**config.mk**
```make
export PLATFORM = sky130hd
export DESIGN_NAME = acrq_cell
export DESIGN_NICKNAME = d
export VERILOG_FILES = /design/src/hdl/acrq_pkg.sv /design/src/hdl/acrq_cell.sv
export SDC_FILE = /design/constraint.sdc
export NUM_CORES = 1
export LEC_CHECK = 0
export ABC_CLOCK_PERIOD_IN_PS = 1100
export BUFFER_PORTS_ARGS = -buffer_cell sky130_fd_sc_hd__buf_2
export CAP_MARGIN = 30
export CORE_MARGIN = 5
export CORE_UTILIZATION = 38
export DETAILED_ROUTE_END_ITERATION = 8
export GPL_ROUTABILITY_DRIVEN = 0
export GPL_TIMING_DRIVEN = 0
export PLACE_DENSITY = 0.72
export SLEW_MARGIN = 25
export SYNTH_ARGS = -nofsm -noshare
export SYNTH_HDL_FRONTEND = slang
export SYNTH_SLANG_ARGS = --single-unit
```
**constraint.sdc**
```tcl
create_clock -name clk_i -period 1.1 [get_ports clk_i]
set_input_delay 0.22 -clock clk_i [delete_from_list [all_inputs] [get_ports clk_i]]
set_output_delay 0.22 -clock clk_i [all_outputs]
set_load 0.005 [all_outputs]
```
**src/hdl/acrq_pkg.sv**
```systemverilog
// Shared types for the ADC conversion request queue.
// No dependencies; used by the interfaces, the queue cell and the top level.
package acrq_pkg;

  typedef enum logic {
    REQ_NEW  = 1'b0,
    REQ_DONE = 1'b1
  } req_type_e;

  typedef enum logic [1:0] {
    KIND_START    = 2'd0,
    KIND_OFF      = 2'd1,
    KIND_REPORT   = 2'd2,
    KIND_OVERFLOW = 2'd3
  } kind_e;

  typedef struct packed {
    req_type_e   req_type;
    logic [3:0]  requester_id;
    logic [7:0]  vref_bits;
    logic [7:0]  mux_channel;
    logic [9:0]  sample_value;
  } req_t;

  typedef struct packed {
    kind_e       result_kind;
    logic [7:0]  mux_word;
    logic [3:0]  report_id;
    logic [9:0]  report_value;
    logic        last;
  } res_t;

  // One queued request: the requester and its precombined mux word.
  typedef struct packed {
    logic [3:0] id;
    logic [7:0] mux;
  } entry_t;

  typedef struct packed {
    logic load;   // take the new entry
    logic shift;  // take the neighbour's entry
  } cell_ctrl_t;

endpackage

```
**src/hdl/acrq_cell.sv**
```systemverilog
// One slot of the shifting request queue.
// Depends on acrq_pkg for entry_t and cell_ctrl_t.
module acrq_cell import acrq_pkg::*; (
  input  logic       clk_i,
  input  cell_ctrl_t ctrl_i,
  input  entry_t     new_i,
  input  entry_t     next_i,
  output entry_t     entry_o
);

  entry_t entry_q, entry_d;

  always_comb begin
    entry_d = entry_q;
    priority if (ctrl_i.shift) begin
      entry_d = next_i;
    end else if (ctrl_i.load) begin
      entry_d = new_i;
    end
  end

  always_ff @(posedge clk_i) begin
    entry_q <= entry_d;
  end

  assign entry_o = entry_q;

endmodule

```
* After elaboration in Yosys (flattened, before gate mapping)
Index checks and enable logic that the tools add are counted.
Storage, ports and cells: bits in registers 12, latch bits 0, RAM bits 0, bits in read-only memories 0, input port bits 27, output and inout port bits 12, logic and storage cells 5, memories 0
Operators by class: add/subtract/negate cells 0, multiply operators 0, divide/modulo/power cells 0, order comparisons 0, equal/unequal tests 0, shifts and indexed selects 0, mux-type cells 2, bitwise logic cells 0, reductions and logical operators 1
Operators with widths (count):
- $mux 12 | 2
- $reduce_bool 2->1 | 1

* Depth between registers and ports, before layout
depth after elaboration 2, gate-level depth with buffers 2, mapped depth without buffers 1

* Least setup slack after synthesis
No wires, ideal clock.
path type input-to-reg, start input ctrl_i[0] in the netlist's numbering, end register entry_q, in the netlist entry_o[0], enable pin, setup time 0.281 ns, arrival 0.750 ns, data required time 0.819 ns, path slack 0.069 ns, stages on the path 2, buffers on the path 1, cell sequence buf_6 > or2_2
On the way: cells in the longest elaborated chain, start to end 1
RTL lines:
- from (decl) | line acrq_cell.sv:5 | input cell_ctrl_t ctrl_i,
- $reduce_bool 2->1 (no line)
- to (signal assigned) | line acrq_cell.sv:23 | entry_q <= entry_d;
- to (decl) | line acrq_cell.sv:11 | entry_t entry_q, entry_d;
No other way between the ends. A chain may end at the register's enable or synchronous reset.

* Final worst setup path
start register entry_q, in the netlist entry_o[10], end output entry_o[10] in the netlist's numbering
RTL lines:
- to (decl) | line acrq_cell.sv:8 | output entry_t entry_o
No word-level cell between the ends.

==> results.ini <==
[critical_path]
cp-end-kind = primary output
cpMaxStageDelayCell = edfxtp_1
critical_path_class = flop to primary output
critical_path.top_delay_family = flip-flops
critical_path_required_ns = 0.88
slowest_delay_ns = 0.37
crit_buf_inv = 1
crit_arrival_ns = 0.76
worstPathMaxFanout = 1
startpoint_type = flop
cp_cell_sequence = buf_2

[synthesis]
syn_area_um2 = 547
synth_area_per_cell_um2 = 21.0
seq_area_frac_synth = 0.659
ys_warn_count = 0
synth_seq_cells = 12
synth_cell_types = 5
synth_fp_nets = 53
synth_cells = 26

[power_and_ir_drop]
p_total_mw = 1.00
p_leak_nw = 0.380
cellPowerDensity_nw_per_um2 = 1290
worst_ir_drop_vdd_v = 0.000671

[cts]
cts_tree = done
hold_buffers = 0
cts_root_buf = clkbuf_4
cts_buffers = 3
cts_resized = 0
post_cts_buffers = 0
cts.clk_slew.worst_paths_ns = 0.07
h-tree-depth = 1
clockBufferDepth = 2
cts_sinks = 12

[route]
vias = 380
post_drt_wl_per_cell_um = 13.2
first_pass_iters = 1
maxUsedRoutingLayer = met4
avgViaCountPerCell = 4.63
met2_length_um = 634
drcViolationCount = 0
wl_met3_um = 95
wl_mm = 1.08
drt_iter0_markers = 0
final_antenna_net_count = 0
wl_met1_um = 329

[final_layout]
multi_input_area_um2 = 175
utilization = 0.583
antennaDiodeCount = 0
regArea_um2 = 360
nets = 96
syn2layout_area_growth_pct = 42.3
nFillCells = 128
largest_reg_flops = 12
drive_gt1_frac = 0.821

[die]
chipWidth_um = 47.9
num_rows = 13
io-pin-count = 39
dieArea_um2 = 2300
die_y_um = 47.9
core_area_um2 = 1330
initial_utilization = 0.410

[sta]
rsz0062_at_grt = false
period_share = 0.893
setup_viol = 0
tightest_slew_ns = 0.276
slew_headroom = 0.816
fmax_mhz = 1020
slew_violations = 0
layout_min_cycle_time_ns = 0.982
final-hold-violation-count = 0

[job]
cap_viol_max_count = 0

[grt]
overflow = 0
grt_pass1_vias = 413
grt_start_max_net_pins = 13
track_usage = 0.114
antenna_found_initial = 0
grt_pass1_wl_mm = 1.68

[hold_path]
hold_path_class = input pin to flop

[placement]
port_buffers = 38

[outcome]
status = complete, no violations

kinds of logic (layout without fill, tap and decap cells):
logic type,Yosys count,in the layout,synth area share
buf+inv,1,42,0.0206
flops,12,12,0.659
mux,12,12,0.309
simple gates,1,1,0.0114
layout make-up:
type / count / share of cell area
sequential: 12 / 0.463
timing repair buffer: 38 / 0.244
multi-input combinational: 13 / 0.225
clock buffer: 3 / 0.0289
tap: 15 / 0.0241
buffer: 1 / 0.0145
cell usage in the layout (no fill, tap or decap):
master,count
buf_2,38
clkbuf_4,3
mux2_2,3
edfxtp_1,12
mux2_4,9
buf_6,1
or2_2,1
metal layers:
| layer | vias to the layer above | global-route usage |
|---|---|---|
| met2 | 21 | 0.195 |
| met3 | 2 | 0.0226 |
| met5 | - | 0 |
| met4 | 0 | 0.0968 |
| met1 | 169 | 0.116 |
| li1 | 188 | - |
power breakdown:
| part | internal, mW | total (mW) | switching [mW] |
|---|---|---|---|
| sequential | 0.561 | 0.570 | 0.00971 |
| combinational | 0.114 | 0.177 | 0.0637 |
| clock | 0.126 | 0.253 | 0.127 |
| total | 0.801 | 1.00 | 0.201 |
synthesized netlist by cell type:
cell,n,share of area
buf_6,1,0.021
edfxtp_1,12,0.66
mux2_4,9,0.25
mux2_2,3,0.062
or2_2,1,0.011
through the flow:
| stage | cells | setup TNS [ns] | worst slack (ns) | hold slack (ns) | area, µm² |
|---|---|---|---|---|---|
| finish | 82 | 0 | 0.118 | 0.254 | 778 |
| global route | 82 | 0 | 0.0630 | 0.239 | 778 |
| CTS | 82 | 0 | 0.0992 | 0.247 | 778 |
| detailed placement | 79 | -1.70 | -0.140 | 0.523 | 756 |
| global placement | 79 | -1.52 | -0.127 | 0.522 | 756 |
| floorplan | 26 | 0 | 0.0689 | 0.437 | 547 |
path summary, 6_finish.rpt:
kind	from	to	cells past startpoint
min	next_i[2]	entry_o[2]	2
max	entry_o[10]	entry_o[10]	1
Power figures use the tool's default switching activity.
